--- config.mk ---
export PLATFORM = sky130hd
export DESIGN_NAME = touch_gesture_recognizer_unit_flat
export DESIGN_NICKNAME = d
export VERILOG_FILES = /design/src/design/tgr_pkg.sv /design/src/design/tgr_in_if.sv /design/src/design/tgr_out_if.sv /design/src/design/tgr_ring.sv /design/src/design/tgr_scan.sv /design/src/design/touch_gesture_recognizer_unit.sv /design/src/flat_wrapper.sv
export SDC_FILE = /design/constraint.sdc
export NUM_CORES = 1
export LEC_CHECK = 0
export BUFFER_PORTS_ARGS = -buffer_cell sky130_fd_sc_hd__buf_2
export CAP_MARGIN = 30
export CORE_UTILIZATION = 55
export DETAILED_ROUTE_END_ITERATION = 8
export PLACE_DENSITY = 0.72
export SKIP_LAST_GASP = 1
export SYNTH_ARGS = -nofsm -noshare
export SYNTH_HDL_FRONTEND = slang
export SYNTH_SLANG_ARGS = --single-unit
--- constraint.sdc ---
create_clock -name clk -period 6 [get_ports clk]
set_input_delay 0.3 -clock clk [delete_from_list [all_inputs] [get_ports clk]]
set_output_delay 0.3 -clock clk [all_outputs]
set_load 0.01 [all_outputs]
--- src/design/tgr_pkg.sv ---
// shared types and constants of the touch gesture recognizer
`timescale 1ns / 1ps

package tgr_pkg;

    localparam int TOUCH_W    = 8;
    localparam int TICK_W     = 8;
    localparam int KIND_W     = 3;
    localparam int OUT_CHAN_W = 3;
    localparam int PEND_W     = 3;
    localparam int CFG_IDX_W  = 2;
    localparam int CFG_DATA_W = 8;

    localparam logic [TICK_W-1:0] TICK_MAX    = 8'hFF;
    localparam logic [TICK_W:0]   SWIPE_SLACK = 9'd2;

    localparam logic [TICK_W-1:0] HOLD_MIN_RESET  = 8'd50;
    localparam logic [TICK_W-1:0] TAP_MAX_RESET   = 8'd20;
    localparam logic [TICK_W-1:0] SWIPE_MAX_RESET = 8'd10;

    localparam logic [CFG_IDX_W-1:0] CFG_HOLD_MIN  = 2'd0;
    localparam logic [CFG_IDX_W-1:0] CFG_TAP_MAX   = 2'd1;
    localparam logic [CFG_IDX_W-1:0] CFG_SWIPE_MAX = 2'd2;

    localparam logic OP_TICK = 1'b0;
    localparam logic OP_READ = 1'b1;

    typedef enum logic [KIND_W-1:0] {
        EV_NONE        = 3'd0,
        EV_TAP         = 3'd1,
        EV_HOLD        = 3'd2,
        EV_SWIPE_RIGHT = 3'd3,
        EV_SWIPE_LEFT  = 3'd4
    } event_kind_t;

    typedef enum logic [1:0] {
        PH_IDLE = 2'd0,
        PH_DOWN = 2'd1,
        PH_HELD = 2'd2
    } phase_t;

    typedef struct packed {
        logic [TICK_W-1:0] hold_min;
        logic [TICK_W-1:0] tap_max;
        logic [TICK_W-1:0] swipe_max;
    } cfg_t;

    typedef struct packed {
        event_kind_t           kind;
        logic [OUT_CHAN_W-1:0] chan;
    } ring_entry_t;

    typedef struct packed {
        logic        valid;
        ring_entry_t entry;
    } push_t;

endpackage

--- src/design/tgr_in_if.sv ---
// input channel: operation and touch mask
`timescale 1ns / 1ps

interface tgr_in_if;
    logic                         valid;
    logic                         ready;
    logic                         operation;
    logic [tgr_pkg::TOUCH_W-1:0]  touch_mask;

    modport source (output valid, output operation, output touch_mask, input ready);
    modport sink   (input valid, input operation, input touch_mask, output ready);
endinterface

--- src/design/tgr_out_if.sv ---
// output channel: event result of each transaction
`timescale 1ns / 1ps

interface tgr_out_if;
    logic                            valid;
    logic                            ready;
    logic                            event_valid;
    logic [tgr_pkg::KIND_W-1:0]      event_kind;
    logic [tgr_pkg::OUT_CHAN_W-1:0]  event_channel;
    logic [tgr_pkg::PEND_W-1:0]      pending_events;

    modport source (output valid, output event_valid, output event_kind,
                    output event_channel, output pending_events, input ready);
    modport sink   (input valid, input event_valid, input event_kind,
                    input event_channel, input pending_events, output ready);
endinterface

--- src/design/tgr_ring.sv ---
// event ring: overwrite-oldest queue held in a small memory
`timescale 1ns / 1ps

module tgr_ring #(
    parameter int RING_DEPTH = 4,
    parameter int CNT_W      = $clog2(RING_DEPTH + 1)
) (
    input  logic                 clk,
    input  logic                 rst_n,
    input  tgr_pkg::push_t       push,
    input  logic                 pop,
    output tgr_pkg::ring_entry_t rd_data,
    output logic [CNT_W-1:0]     count
);

    localparam int PTR_W = (RING_DEPTH > 1) ? $clog2(RING_DEPTH) : 1;
    localparam logic [PTR_W-1:0] PTR_LAST = PTR_W'(RING_DEPTH - 1);
    localparam logic [CNT_W-1:0] CNT_FULL = CNT_W'(RING_DEPTH);

    tgr_pkg::ring_entry_t mem [RING_DEPTH];
    tgr_pkg::ring_entry_t rd_data_reg;

    logic [PTR_W-1:0] rd_ptr_reg;
    logic [PTR_W-1:0] wr_ptr_reg;
    logic [CNT_W-1:0] count_reg;
    logic [PTR_W-1:0] rd_ptr_inc;
    logic [PTR_W-1:0] wr_ptr_inc;

    assign rd_ptr_inc = (rd_ptr_reg == PTR_LAST) ? '0 : rd_ptr_reg + 1'b1;
    assign wr_ptr_inc = (wr_ptr_reg == PTR_LAST) ? '0 : wr_ptr_reg + 1'b1;

    always_ff @(posedge clk)
    begin
        if (push.valid)
        begin
            mem[wr_ptr_reg] <= push.entry;
        end
        rd_data_reg <= mem[rd_ptr_reg];
    end

    always_ff @(posedge clk or negedge rst_n)
    begin
        if (!rst_n)
        begin
            rd_ptr_reg <= '0;
            wr_ptr_reg <= '0;
            count_reg  <= '0;
        end
        else if (push.valid)
        begin
            wr_ptr_reg <= wr_ptr_inc;
            // full: drop the oldest entry
            if (count_reg == CNT_FULL)
            begin
                rd_ptr_reg <= rd_ptr_inc;
            end
            else
            begin
                count_reg <= count_reg + 1'b1;
            end
        end
        else if (pop && (count_reg != '0))
        begin
            rd_ptr_reg <= rd_ptr_inc;
            count_reg  <= count_reg - 1'b1;
        end
    end

    assign rd_data = rd_data_reg;
    assign count   = count_reg;

endmodule

--- src/design/tgr_scan.sv ---
// channel scan sequencer: one channel state machine step per cycle
`timescale 1ns / 1ps

module tgr_scan #(
    parameter int CHANNELS = 8
) (
    input  logic                            clk,
    input  logic                            rst_n,
    input  logic                            start,
    input  logic [tgr_pkg::TOUCH_W-1:0]     mask,
    input  tgr_pkg::cfg_t                   cfg,
    output tgr_pkg::push_t                  push,
    output logic                            done
);

    localparam int CH_W       = $clog2(CHANNELS);
    localparam int MASK_IDX_W = $clog2(tgr_pkg::TOUCH_W);
    localparam logic [CH_W-1:0] IDX_LAST = CH_W'(CHANNELS - 1);

    typedef enum logic [1:0] {
        SC_IDLE,
        SC_SCAN,
        SC_EXPIRE
    } scan_state_t;

    scan_state_t                      state_reg;
    logic [CH_W-1:0]                  idx_reg;
    logic [tgr_pkg::TOUCH_W-1:0]      mask_reg;
    tgr_pkg::phase_t                  phase_reg [CHANNELS];
    logic [tgr_pkg::TICK_W-1:0]       ticks_reg [CHANNELS];
    logic [CH_W-1:0]                  sw_chan_reg;
    logic [tgr_pkg::TICK_W-1:0]       sw_ticks_reg;
    logic                             sw_track_reg;

    logic [CHANNELS-1:0]              act_vec;
    logic                             act;
    tgr_pkg::phase_t                  ph;
    logic [tgr_pkg::TICK_W-1:0]       t;
    logic [tgr_pkg::TICK_W-1:0]       t_inc;
    tgr_pkg::phase_t                  ph_next;
    logic [tgr_pkg::TICK_W-1:0]       t_next;
    logic                             sw_restart;
    logic                             is_right;
    logic                             is_left;
    logic [CH_W+2:0]                  idx_wide;
    logic [CH_W+2:0]                  sw_wide;
    tgr_pkg::push_t                   push_c;
    logic                             expire;

    // channels with no mask bit read as untouched
    always_comb
    begin
        act_vec = '0;
        for (int i = 0; i < CHANNELS; i++)
        begin
            if (i < tgr_pkg::TOUCH_W)
            begin
                act_vec[i] = mask_reg[i[MASK_IDX_W-1:0]];
            end
        end
    end

    assign act   = act_vec[idx_reg];
    assign ph    = phase_reg[idx_reg];
    assign t     = ticks_reg[idx_reg];
    assign t_inc = (t < tgr_pkg::TICK_MAX) ? t + 1'b1 : t;

    assign is_right = ((CH_W + 1)'(sw_chan_reg) + (CH_W + 1)'(1)) == (CH_W + 1)'(idx_reg);
    assign is_left  = ((CH_W + 1)'(idx_reg) + (CH_W + 1)'(1)) == (CH_W + 1)'(sw_chan_reg);
    assign idx_wide = (CH_W + 3)'(idx_reg);
    assign sw_wide  = (CH_W + 3)'(sw_chan_reg);

    always_comb
    begin
        ph_next    = ph;
        t_next     = t;
        sw_restart = 1'b0;
        push_c     = '0;
        case (ph)
            tgr_pkg::PH_IDLE:
            begin
                if (act)
                begin
                    ph_next    = tgr_pkg::PH_DOWN;
                    t_next     = '0;
                    sw_restart = 1'b1;
                    if (sw_track_reg && (sw_ticks_reg <= cfg.swipe_max))
                    begin
                        if (is_right)
                        begin
                            push_c.valid      = 1'b1;
                            push_c.entry.kind = tgr_pkg::EV_SWIPE_RIGHT;
                            push_c.entry.chan = sw_wide[tgr_pkg::OUT_CHAN_W-1:0];
                        end
                        else if (is_left)
                        begin
                            push_c.valid      = 1'b1;
                            push_c.entry.kind = tgr_pkg::EV_SWIPE_LEFT;
                            push_c.entry.chan = idx_wide[tgr_pkg::OUT_CHAN_W-1:0];
                        end
                    end
                end
            end
            tgr_pkg::PH_DOWN:
            begin
                if (act)
                begin
                    t_next = t_inc;
                    if (t_inc >= cfg.hold_min)
                    begin
                        push_c.valid      = 1'b1;
                        push_c.entry.kind = tgr_pkg::EV_HOLD;
                        push_c.entry.chan = idx_wide[tgr_pkg::OUT_CHAN_W-1:0];
                        ph_next           = tgr_pkg::PH_HELD;
                    end
                end
                else
                begin
                    if (t <= cfg.tap_max)
                    begin
                        push_c.valid      = 1'b1;
                        push_c.entry.kind = tgr_pkg::EV_TAP;
                        push_c.entry.chan = idx_wide[tgr_pkg::OUT_CHAN_W-1:0];
                    end
                    ph_next = tgr_pkg::PH_IDLE;
                end
            end
            default:
            begin
                if (!act)
                begin
                    ph_next = tgr_pkg::PH_IDLE;
                end
            end
        endcase
    end

    // window closes once the timer passes the window plus slack, at 9 bits
    assign expire = sw_track_reg &&
                    ({1'b0, sw_ticks_reg} > ({1'b0, cfg.swipe_max} + tgr_pkg::SWIPE_SLACK));

    always_ff @(posedge clk or negedge rst_n)
    begin
        if (!rst_n)
        begin
            state_reg    <= SC_IDLE;
            idx_reg      <= '0;
            mask_reg     <= '0;
            sw_chan_reg  <= '0;
            sw_ticks_reg <= '0;
            sw_track_reg <= 1'b0;
            for (int i = 0; i < CHANNELS; i++)
            begin
                phase_reg[i] <= tgr_pkg::PH_IDLE;
                ticks_reg[i] <= '0;
            end
        end
        else
        begin
            case (state_reg)
                SC_IDLE:
                begin
                    if (start)
                    begin
                        mask_reg <= mask;
                        idx_reg  <= '0;
                        if (sw_track_reg && (sw_ticks_reg < tgr_pkg::TICK_MAX))
                        begin
                            sw_ticks_reg <= sw_ticks_reg + 1'b1;
                        end
                        state_reg <= SC_SCAN;
                    end
                end
                SC_SCAN:
                begin
                    phase_reg[idx_reg] <= ph_next;
                    ticks_reg[idx_reg] <= t_next;
                    if (sw_restart)
                    begin
                        sw_chan_reg  <= idx_reg;
                        sw_ticks_reg <= '0;
                        sw_track_reg <= 1'b1;
                    end
                    if (idx_reg == IDX_LAST)
                    begin
                        state_reg <= SC_EXPIRE;
                    end
                    else
                    begin
                        idx_reg <= idx_reg + 1'b1;
                    end
                end
                SC_EXPIRE:
                begin
                    if (expire)
                    begin
                        sw_track_reg <= 1'b0;
                    end
                    state_reg <= SC_IDLE;
                end
                default:
                begin
                    state_reg <= SC_IDLE;
                end
            endcase
        end
    end

    assign push = (state_reg == SC_SCAN) ? push_c : '0;
    assign done = (state_reg == SC_EXPIRE);

endmodule

--- src/design/touch_gesture_recognizer_unit.sv ---
// touch gesture recognizer top level: sequencer, config registers and output register
// a tick transaction steps one channel per cycle through the shared channel step unit,
// then the expire state and the done state; a read transaction pops the ring
// (registered ring read), then the done state. the done state waits for a free output
// register; results wait there while the next item, taken only when idle, runs.
// asynchronous active-low reset: channels idle, swipe window closed, ring empty.
`timescale 1ns / 1ps

module touch_gesture_recognizer_unit #(
    parameter int CHANNELS   = 8,
    parameter int RING_DEPTH = 4
) (
    input  logic                               clk,
    input  logic                               rst_n,
    input  logic                               cfg_we,
    input  logic [tgr_pkg::CFG_IDX_W-1:0]      cfg_index,
    input  logic [tgr_pkg::CFG_DATA_W-1:0]     cfg_data,
    tgr_in_if.sink                             in_ch,
    tgr_out_if.source                          out_ch
);

    localparam int CNT_W = $clog2(RING_DEPTH + 1);

    typedef enum logic [1:0] {
        ST_IDLE,
        ST_TICK,
        ST_READ,
        ST_DONE
    } top_state_t;

    top_state_t                         state_reg;
    tgr_pkg::cfg_t                      cfg_reg;
    logic                               res_valid_reg;
    tgr_pkg::event_kind_t               res_kind_reg;
    logic [tgr_pkg::OUT_CHAN_W-1:0]     res_chan_reg;
    logic                               out_valid_reg;
    logic                               out_event_valid_reg;
    logic [tgr_pkg::KIND_W-1:0]         out_kind_reg;
    logic [tgr_pkg::OUT_CHAN_W-1:0]     out_chan_reg;
    logic [tgr_pkg::PEND_W-1:0]         out_pend_reg;

    logic                               accept;
    logic                               scan_start;
    logic                               scan_done;
    tgr_pkg::push_t                     push;
    logic                               pop;
    tgr_pkg::ring_entry_t               rd_data;
    logic [CNT_W-1:0]                   count;
    logic [CNT_W+2:0]                   count_wide;
    logic                               out_free;

    assign accept     = in_ch.valid && in_ch.ready;
    assign scan_start = accept && (in_ch.operation == tgr_pkg::OP_TICK);
    assign pop        = (state_reg == ST_READ);
    assign count_wide = (CNT_W + 3)'(count);
    assign out_free   = !out_valid_reg || out_ch.ready;

    tgr_scan #(
        .CHANNELS (CHANNELS)
    ) u_scan (
        .clk   (clk),
        .rst_n (rst_n),
        .start (scan_start),
        .mask  (in_ch.touch_mask),
        .cfg   (cfg_reg),
        .push  (push),
        .done  (scan_done)
    );

    tgr_ring #(
        .RING_DEPTH (RING_DEPTH),
        .CNT_W      (CNT_W)
    ) u_ring (
        .clk     (clk),
        .rst_n   (rst_n),
        .push    (push),
        .pop     (pop),
        .rd_data (rd_data),
        .count   (count)
    );

    always_ff @(posedge clk or negedge rst_n)
    begin
        if (!rst_n)
        begin
            cfg_reg.hold_min  <= tgr_pkg::HOLD_MIN_RESET;
            cfg_reg.tap_max   <= tgr_pkg::TAP_MAX_RESET;
            cfg_reg.swipe_max <= tgr_pkg::SWIPE_MAX_RESET;
        end
        else if (cfg_we)
        begin
            case (cfg_index)
                tgr_pkg::CFG_HOLD_MIN:  cfg_reg.hold_min  <= cfg_data;
                tgr_pkg::CFG_TAP_MAX:   cfg_reg.tap_max   <= cfg_data;
                tgr_pkg::CFG_SWIPE_MAX: cfg_reg.swipe_max <= cfg_data;
                default:                cfg_reg           <= cfg_reg;
            endcase
        end
    end

    always_ff @(posedge clk or negedge rst_n)
    begin
        if (!rst_n)
        begin
            state_reg           <= ST_IDLE;
            res_valid_reg       <= 1'b0;
            res_kind_reg        <= tgr_pkg::EV_NONE;
            res_chan_reg        <= '0;
            out_valid_reg       <= 1'b0;
            out_event_valid_reg <= 1'b0;
            out_kind_reg        <= '0;
            out_chan_reg        <= '0;
            out_pend_reg        <= '0;
        end
        else
        begin
            // the done state reloads the output register itself
            if (out_ch.ready && (state_reg != ST_DONE))
            begin
                out_valid_reg <= 1'b0;
            end
            case (state_reg)
                ST_IDLE:
                begin
                    if (accept)
                    begin
                        res_valid_reg <= 1'b0;
                        res_kind_reg  <= tgr_pkg::EV_NONE;
                        res_chan_reg  <= '0;
                        state_reg     <= (in_ch.operation == tgr_pkg::OP_READ) ? ST_READ
                                                                               : ST_TICK;
                    end
                end
                ST_TICK:
                begin
                    if (scan_done)
                    begin
                        state_reg <= ST_DONE;
                    end
                end
                ST_READ:
                begin
                    // ring pops in this cycle when not empty
                    if (count != '0)
                    begin
                        res_valid_reg <= 1'b1;
                        res_kind_reg  <= rd_data.kind;
                        res_chan_reg  <= rd_data.chan;
                    end
                    state_reg <= ST_DONE;
                end
                ST_DONE:
                begin
                    if (out_free)
                    begin
                        out_valid_reg       <= 1'b1;
                        out_event_valid_reg <= res_valid_reg;
                        out_kind_reg        <= res_kind_reg;
                        out_chan_reg        <= res_chan_reg;
                        out_pend_reg        <= count_wide[tgr_pkg::PEND_W-1:0];
                        state_reg           <= ST_IDLE;
                    end
                end
                default:
                begin
                    state_reg <= ST_IDLE;
                end
            endcase
        end
    end

    assign in_ch.ready           = (state_reg == ST_IDLE);
    assign out_ch.valid          = out_valid_reg;
    assign out_ch.event_valid    = out_event_valid_reg;
    assign out_ch.event_kind     = out_kind_reg;
    assign out_ch.event_channel  = out_chan_reg;
    assign out_ch.pending_events = out_pend_reg;

endmodule

--- src/flat_wrapper.sv ---
// flat-port wrapper written by rule: the top's interface ports become plain ports
module touch_gesture_recognizer_unit_flat 
#(
    parameter int CHANNELS   = 8,
    parameter int RING_DEPTH = 4
)
  (clk, rst_n, cfg_we, cfg_index, cfg_data, in_ch_valid, in_ch_operation, in_ch_touch_mask, in_ch_ready, out_ch_valid, out_ch_event_valid, out_ch_event_kind, out_ch_event_channel, out_ch_pending_events, out_ch_ready);
  tgr_in_if in_ch_i ();
  tgr_out_if out_ch_i ();
  input  logic clk;
  input  logic rst_n;
  input  logic cfg_we;
  input  logic [tgr_pkg::CFG_IDX_W-1:0] cfg_index;
  input  logic [tgr_pkg::CFG_DATA_W-1:0] cfg_data;
  input wire logic [$bits(in_ch_i.valid)-1:0] in_ch_valid;
  input wire logic [$bits(in_ch_i.operation)-1:0] in_ch_operation;
  input wire logic [$bits(in_ch_i.touch_mask)-1:0] in_ch_touch_mask;
  output wire logic [$bits(in_ch_i.ready)-1:0] in_ch_ready;
  output wire logic [$bits(out_ch_i.valid)-1:0] out_ch_valid;
  output wire logic [$bits(out_ch_i.event_valid)-1:0] out_ch_event_valid;
  output wire logic [$bits(out_ch_i.event_kind)-1:0] out_ch_event_kind;
  output wire logic [$bits(out_ch_i.event_channel)-1:0] out_ch_event_channel;
  output wire logic [$bits(out_ch_i.pending_events)-1:0] out_ch_pending_events;
  input wire logic [$bits(out_ch_i.ready)-1:0] out_ch_ready;
  assign in_ch_i.valid = in_ch_valid;
  assign in_ch_i.operation = in_ch_operation;
  assign in_ch_i.touch_mask = in_ch_touch_mask;
  assign in_ch_ready = in_ch_i.ready;
  assign out_ch_valid = out_ch_i.valid;
  assign out_ch_event_valid = out_ch_i.event_valid;
  assign out_ch_event_kind = out_ch_i.event_kind;
  assign out_ch_event_channel = out_ch_i.event_channel;
  assign out_ch_pending_events = out_ch_i.pending_events;
  assign out_ch_i.ready = out_ch_ready;
  touch_gesture_recognizer_unit #(.CHANNELS(CHANNELS), .RING_DEPTH(RING_DEPTH)) u_core (.clk(clk), .rst_n(rst_n), .cfg_we(cfg_we), .cfg_index(cfg_index), .cfg_data(cfg_data), .in_ch(in_ch_i), .out_ch(out_ch_i));
endmodule
== Word-level counts from Yosys, hierarchy flattened ==
Memory sizes are Yosys's and may differ from the RTL's. A register that Yosys moved wholly into a read port is not among the register bits.
Index checks and enable logic that the tools add are counted.
Word-level totals
  register bits after elaboration: 156
  bits in latches: 0
  memory bits (writable): 24
  bits in read-only memories: 0
  output and inout bits: 12
  word-level logic and storage cells: 192
  memories: 1
Memories
  u_core.u_ring.mem: words 4, bits a word 6, read ports 1, clocked after memory_dff 1, wr ports 1, line tgr_ring.sv:20  | tgr_pkg::ring_entry_t mem [RING_DEPTH];
Cells by class
  $add $sub $neg: 10
  multiply operators: 0
  div/mod/pow operators: 0
  $lt $le $gt $ge: 9
  equal/unequal tests: 27
  shift-type cells: 0
  mux-type cells: 73
  bitwise gates (word level): 2
  reduce and logical (&&, ||, !) cells: 33
Operator list (number)
  two-way mux 8 bit: 9
  bitwise mux 64 bit: 1
  two-way mux 7 bit: 8
  two-way mux 2 bit: 18
  case mux 8 bit (2 select lines): 2
  binary-select mux 8 bit (select 3 bit): 1
  demux 8 bit (select 3 bit): 1
  two-way mux 3 bit: 8
  != test 2 bit, second input constant: 9
  case mux 3 bit (2 select lines): 3
  AND reduction 2 bit: 9
  adder 8 x 1 -> 8 bit, second input constant: 2
  bitwise mux 16 bit: 1
  less-or-equal comparator 8 bit: 2
  less-than comparator 8 bit, second input constant: 2
  case mux 7 bit (2 select lines): 1
  equality test 2 bit, second input constant: 6
  two-way mux 1 bit: 12
  AND reduction 3 bit: 4
  adder 8 x 2 -> 9 bit, second input constant: 1
  greater-than comparator 8 x 9 -> 1 bit: 1
  adder 3 x 1 -> 4 bit, second input constant: 2
  equality test 2 x 1 -> 1 bit, second input constant: 4
  equality test 4 x 3 -> 1 bit: 2
  24 further kinds: 45

== Depth between registers and ports, before layout ==
  depth in word-level cells: 13
  mapped depth: 22
  depth with buffers taken out: 18

== By module ==
Synthesis repeated with hierarchy kept, for this count alone.
Second synthesis, totals
  cells, all modules: 774
  area, all modules: 9733.1 um^2
Modules (own cells, without submodules)
  tgr_scan: times used 1, cells each 557, area each 6369.9 um^2
  touch_gesture_recognizer_unit: times used 1, cells each 125, area each 1865.5 um^2
  tgr_ring: times used 1, cells each 92, area each 1497.7 um^2

== Least setup slack after synthesis ==
Ideal clock, no wire load.
  path type: reg2reg
  from: register u_core.u_scan.idx_reg[0]
  to: register u_core.u_ring.count_reg[2] (netlist: u_core.u_ring.count[2])
  arrival time: 4660 ps
  slack: 1202 ps
  cell stages (with the launch flop): 22
  period minus slack after synthesis: 4798 ps
  cells stage by stage: dfrtp_1 -> buf_6 -> buf_6 -> mux4_2 -> mux2_2 -> ha_1 -> nand3_1 -> nand4b_2 -> nand3_1 -> xnor2_1 -> ha_1 -> a21o_1 -> a21o_1 -> a21oi_1 -> a21boi_0 -> o221ai_2 -> and2_4 -> buf_8 -> inv_4 -> fa_1 -> o21ai_0 -> mux4_2
Between the ends
  longest elaborated chain between the ends: 13
  elaborated cells on any way between the ends: 32
  those cells by class: 2 x add/sub; 3 x order compare; 4 x eq/ne; 19 x mux; 1 x bitwise; 3 x reduce/logical
Ends and longest elaborated chain
  from (decl): line tgr_scan.sv:27  | logic [CH_W-1:0] idx_reg;
  from (signal assigned): line tgr_scan.sv:190  | idx_reg <= idx_reg + 1'b1;
  inverter 3 -> 4 bit (implied by the code): line tgr_scan.sv:64, tgr_scan.sv:65
  binary-select mux 8 bit (select 3 bit): line tgr_scan.sv:65  | assign t = ticks_reg[idx_reg];
  two-way mux 8 bit (implied by the code) (2 in series): line tgr_scan.sv:65
  adder 8 x 1 -> 8 bit or less-than comparator 8 bit (tied branches): line tgr_scan.sv:66  | assign t_inc = (t < tgr_pkg::TICK_MAX) ? t + 1'b1 : t;
  two-way mux 8 bit: line tgr_scan.sv:66
  greater-or-equal comparator 8 bit: line tgr_scan.sv:109  | if (t_inc >= cfg.hold_min)
  two-way mux 7 bit: line tgr_scan.sv:109
  two-way mux 7 bit: line tgr_scan.sv:106  | if (act)
  case mux 7 bit (2 select lines) *: line tgr_scan.sv:79  | case (ph)
  two-way mux 7 bit *: line tgr_scan.sv:209  | assign push = (state_reg == SC_SCAN) ? push_c : '0;
  != test 2 bit (no source line) or nonzero test 2 bit (tied branches)
  AND reduction 2 bit (no source line)
  to (signal assigned): line tgr_ring.sv:59  | count_reg <= count_reg + 1'b1;
  to (signal assigned): line tgr_ring.sv:65  | count_reg <= count_reg - 1'b1;
  to (decl): line tgr_ring.sv:25  | logic [CNT_W-1:0] count_reg;
Mark *: on every way between the ends. The rest lies on a longest branch, timed or not. The select of a mux whose other input is x is not followed.
A chain may end at the register's enable or synchronous reset.

== Final worst setup path ==
Ends and elaborated chain as after synthesis.

==> flow_results.xml <==
<?xml version="1.0" encoding="UTF-8"?>
<metrics>
  <group name="clock_tree">
    <metric name="clk_root_buffer_cell" unit="">clkbuf_16</metric>
    <metric name="post_cts_buffers" unit="">0</metric>
    <metric name="ctsHtreeMaxLevel" unit="">4</metric>
    <metric name="cts_buffers" unit="">17</metric>
    <metric name="worstSkewPairLatency" unit="ns">0.43</metric>
    <metric name="tritoncts_clock_tree" unit="">done</metric>
    <metric name="longest_clk_path_bufs" unit="">2</metric>
    <metric name="worst_setup_hold_path_clk_slew" unit="ns">0.07</metric>
    <metric name="clock_sink_count" unit="">186</metric>
  </group>
  <group name="sta">
    <metric name="worst-slew-pin-transition" unit="ns">0.841</metric>
    <metric name="unrepaired_setup_endpoints_after_global_routing" unit="">false</metric>
    <metric name="final-setup-viol-count" unit="">0</metric>
    <metric name="achievable-frequency" unit="MHz">194</metric>
    <metric name="hold_viol_final" unit="">0</metric>
    <metric name="finalCritPeriodShare" unit="">0.860</metric>
    <metric name="setup-tns-final" unit="ns">0</metric>
    <metric name="finalWorstSetupSlack" unit="ns">0.840</metric>
    <metric name="final_period_minus_worst_setup_slack" unit="ns">5.16</metric>
    <metric name="relSlewSlack" unit="">0.438</metric>
    <metric name="worst_clock_skew" unit="ns">0.00848</metric>
    <metric name="maxSlewViolCount" unit="">0</metric>
  </group>
  <group name="floorplan">
    <metric name="count_of_standard_cell_rows" unit="">47</metric>
    <metric name="die_outline_width" unit="microns">133</metric>
    <metric name="placeableCoreArea" unit="sq um">16600</metric>
    <metric name="die_y" unit="microns">133</metric>
    <metric name="initial_core_util" unit="">0.564</metric>
    <metric name="die-area" unit="sq um">17600</metric>
    <metric name="design.portCount" unit="">36</metric>
  </group>
  <group name="final_layout">
    <metric name="number_of_flip_flops_under_the_largest_register_name" unit="">64</metric>
    <metric name="net_total_in_the_final_layout" unit="">944</metric>
    <metric name="drive_gt1_frac" unit="">0.205</metric>
    <metric name="regArea" unit="sq um">4750</metric>
    <metric name="multi_input_area" unit="sq um">4350</metric>
    <metric name="syn_to_final_growth" unit="%">10.4</metric>
    <metric name="final.fill_count" unit="">1334</metric>
    <metric name="diodes" unit="">0</metric>
    <metric name="finish.utilization" unit="">0.622</metric>
  </group>
  <group name="detailed_routing">
    <metric name="via_count" unit="">6332</metric>
    <metric name="routed_via_density" unit="">5.73</metric>
    <metric name="route.detailed.drc" unit="">0</metric>
    <metric name="detail_route.wl_per_cell" unit="microns">17.4</metric>
    <metric name="first_pass_iters" unit="">5</metric>
    <metric name="drt.antenna.violating_nets" unit="">0</metric>
    <metric name="wl" unit="microns">19200</metric>
    <metric name="drt_iter0_drc" unit="">427</metric>
  </group>
  <group name="worst_setup_path">
    <metric name="setup.worst_path.start" unit="">u_core.u_scan.idx_reg[0]$_DFFE_PN0P_</metric>
    <metric name="worst_setup_path_end_kind" unit="">flop</metric>
    <metric name="path_cells" unit="">mux4_2 &gt; mux2_2 &gt; ha_1 &gt; nand3_1 &gt; nand4b_2 &gt; nand3_1 &gt; xnor2_1 &gt; ha_1 &gt; a21o_1 &gt; a21o_1 &gt; a21oi_1 &gt; a21boi_0 &gt; o221ai_2 &gt; and2_4 &gt; inv_4 &gt; fa_1 &gt; o21ai_0 &gt; mux4_2</metric>
    <metric name="critPathKind" unit="">flop to flop</metric>
    <metric name="critical_path.top_delay_family" unit="">multiplexers</metric>
    <metric name="slowest_stage_cell_on_the_critical_path" unit="">dfrtp_1</metric>
    <metric name="critical_path_peak_fanout" unit="">10</metric>
    <metric name="critical_path_arrival" unit="ns">5.47</metric>
    <metric name="worstReg2RegStart" unit="">u_core.u_scan.idx_reg[0]$_DFFE_PN0P_</metric>
    <metric name="worst_setup_path_start_kind" unit="">flop</metric>
    <metric name="critical_path_required" unit="ns">6.31</metric>
    <metric name="critPathMaxStageDelay" unit="ns">0.71</metric>
    <metric name="critical_path_buf_inv_count" unit="">1</metric>
  </group>
  <group name="yosys">
    <metric name="synth-seq-cells" unit="">186</metric>
    <metric name="postSynthNetCount" unit="">909</metric>
    <metric name="yosys_warnings" unit="">0</metric>
    <metric name="synth_cell_types" unit="">63</metric>
    <metric name="async_set_or_reset_register_ratio_after_synthesis" unit="">0.839</metric>
    <metric name="syn-cell-area" unit="sq um">9380</metric>
    <metric name="synth_sequential_area_ratio" unit="">0.507</metric>
    <metric name="synthesis.area_per_instance" unit="sq um">11.2</metric>
    <metric name="synth_flop_cell" unit="">dfrtp_1</metric>
    <metric name="syn_inst" unit="">838</metric>
    <metric name="synth-edff-count" unit="">24</metric>
  </group>
  <group name="outcome">
    <metric name="outcome" unit="">complete, no violations</metric>
  </group>
  <group name="place">
    <metric name="pre_cts_ws" unit="ns">0.869</metric>
    <metric name="finalWeightedCongestion" unit="">0.808</metric>
    <metric name="port_buffers" unit="">35</metric>
    <metric name="place.detailed.hpwl" unit="microns">13100</metric>
  </group>
  <group name="global_routing">
    <metric name="grt_use_total" unit="">0.235</metric>
    <metric name="grt_pass1_wl" unit="microns">32400</metric>
    <metric name="overflow" unit="">0</metric>
    <metric name="grt_max_degree" unit="">98</metric>
    <metric name="first_global_vias" unit="">6380</metric>
    <metric name="antenna_found_initial" unit="">0</metric>
  </group>
  <group name="flow_run">
    <metric name="drv.max_cap_violation_count" unit="">0</metric>
  </group>
  <group name="power_and_ir_drop">
    <metric name="leakagePower" unit="uW">0.00461</metric>
    <metric name="vdd_ir_drop_max" unit="V">0.000268</metric>
    <metric name="power-per-cell-area" unit="nW/um^2">426</metric>
  </group>
  <group name="hold_path">
    <metric name="min_from" unit="">in_ch_touch_mask[1]</metric>
    <metric name="hp-class" unit="">input port to flop</metric>
  </group>
</metrics>
[final cells by class]
class	count	share of cell area
sequential	186	0.459
clock inverter	14	0.0126
tap	220	0.0266
multi-input combinational	589	0.420
timing repair buffer	44	0.0262
inverter	35	0.0129
clock buffer	18	0.0424
[cells by family (layout without fill, tap and decap cells)]
group | after synthesis | in the layout | synth area share
adder cells (fa/ha/maj) | 47 | 47 | 0.0635
flip-flops | 186 | 186 | 0.507
AND/OR/NAND/NOR | 266 | 266 | 0.133
multiplexers | 99 | 99 | 0.151
AO/OA/AOI/OAI | 159 | 159 | 0.0985
buffers and inverters | 63 | 111 | 0.0303
XOR/XNOR | 18 | 18 | 0.0168
[path summary, 6_finish.rpt]
kind / end / slack (ns) / cells past startpoint
max: u_core.u_ring.count[2]$_DFFE_PN0P_ / 0.84 / 18
min: u_core.u_scan.act_vec[1]$_DFFE_PN0P_ / 0.1 / 2
max reg2reg: u_core.u_ring.count[2]$_DFFE_PN0P_ / 0.84 / 18
min reg2reg: u_core.res_chan_reg[2]$_DFFE_PN0P_ / 0.44 / 2
max in group asynchronous: u_core.u_scan.sw_chan_reg[2]$_DFFE_PN0P_ / 4.42 / 4
min in group asynchronous: u_core.cfg_reg[5]$_DFFE_PN0P_ / 0.44 / 3
[stage by stage]
stage                     total power [uW]  hold WS (ns)  instances  area (sq um)
after detailed placement              3350         0.420       1072          9750
after floorplan                       2950       0.00441        838          9380
after global routing                  4700        0.0898       1106         10400
after global placement                3310         0.415       1072          9750
after CTS                             4440        0.0812       1105         10300
final                                 4420        0.0970       1106         10400
[per-layer routing]
layer  wire length (microns)  global-route usage
met5                       0                   0
met4                     223              0.0613
met3                     794              0.0460
met2                    9320               0.385
met1                    8850               0.323
[cell usage after synthesis (all sizes together) (6+ instances only)]
cell / n / area share
nand3: 23 / 0.012
dfrtp: 149 / 0.40
and3: 13 / 0.0087
nor2: 31 / 0.012
edfxtp: 24 / 0.077
nor2b: 11 / 0.0073
nor3: 8 / 0.0043
o21ai: 96 / 0.051
xnor2: 10 / 0.0093
buf: 14 / 0.010
nand2b: 11 / 0.0073
mux2: 66 / 0.080
dfstp: 7 / 0.020
inv: 35 / 0.014
nand4: 11 / 0.0080
or3: 6 / 0.0040
dfxtp: 6 / 0.013
clkbuf: 14 / 0.0056
ha: 46 / 0.061
xor2: 8 / 0.0075
a21oi: 24 / 0.013
mux2i: 8 / 0.0099
mux4: 25 / 0.061
nand2: 135 / 0.054
[power by group]
| group | total [uW] | internal [uW] | switching (uW) |
|---|---|---|---|
| sequential | 1790 | 1570 | 215 |
| clock | 1080 | 560 | 522 |
| combinational | 1550 | 653 | 895 |
| total | 4420 | 2780 | 1630 |
[timing repair]
| action | in CTS | in global routing |
|---|---|---|
| hold endpoints to repair | 2 | 0 |
| resized for setup | 0 | 0 |
| hold buffers | 1 | 0 |
[layout by cell type (no fill, tap or decap), types with 10 or more instances in the layout]
master,instances
dfrtp_1,149
nand2_1,135
o21ai_0,93
mux2_2,63
ha_1,46
inv_1,34
buf_2,34
nor2_1,31
edfxtp_1,24
mux4_2,23
nand3_1,23
a21oi_1,23
clkbuf_16,17
and3_1,13
nor2b_1,11
nand2b_1,11
xnor2_1,10
nand4_1,10
Power figures use the tool's default switching activity.
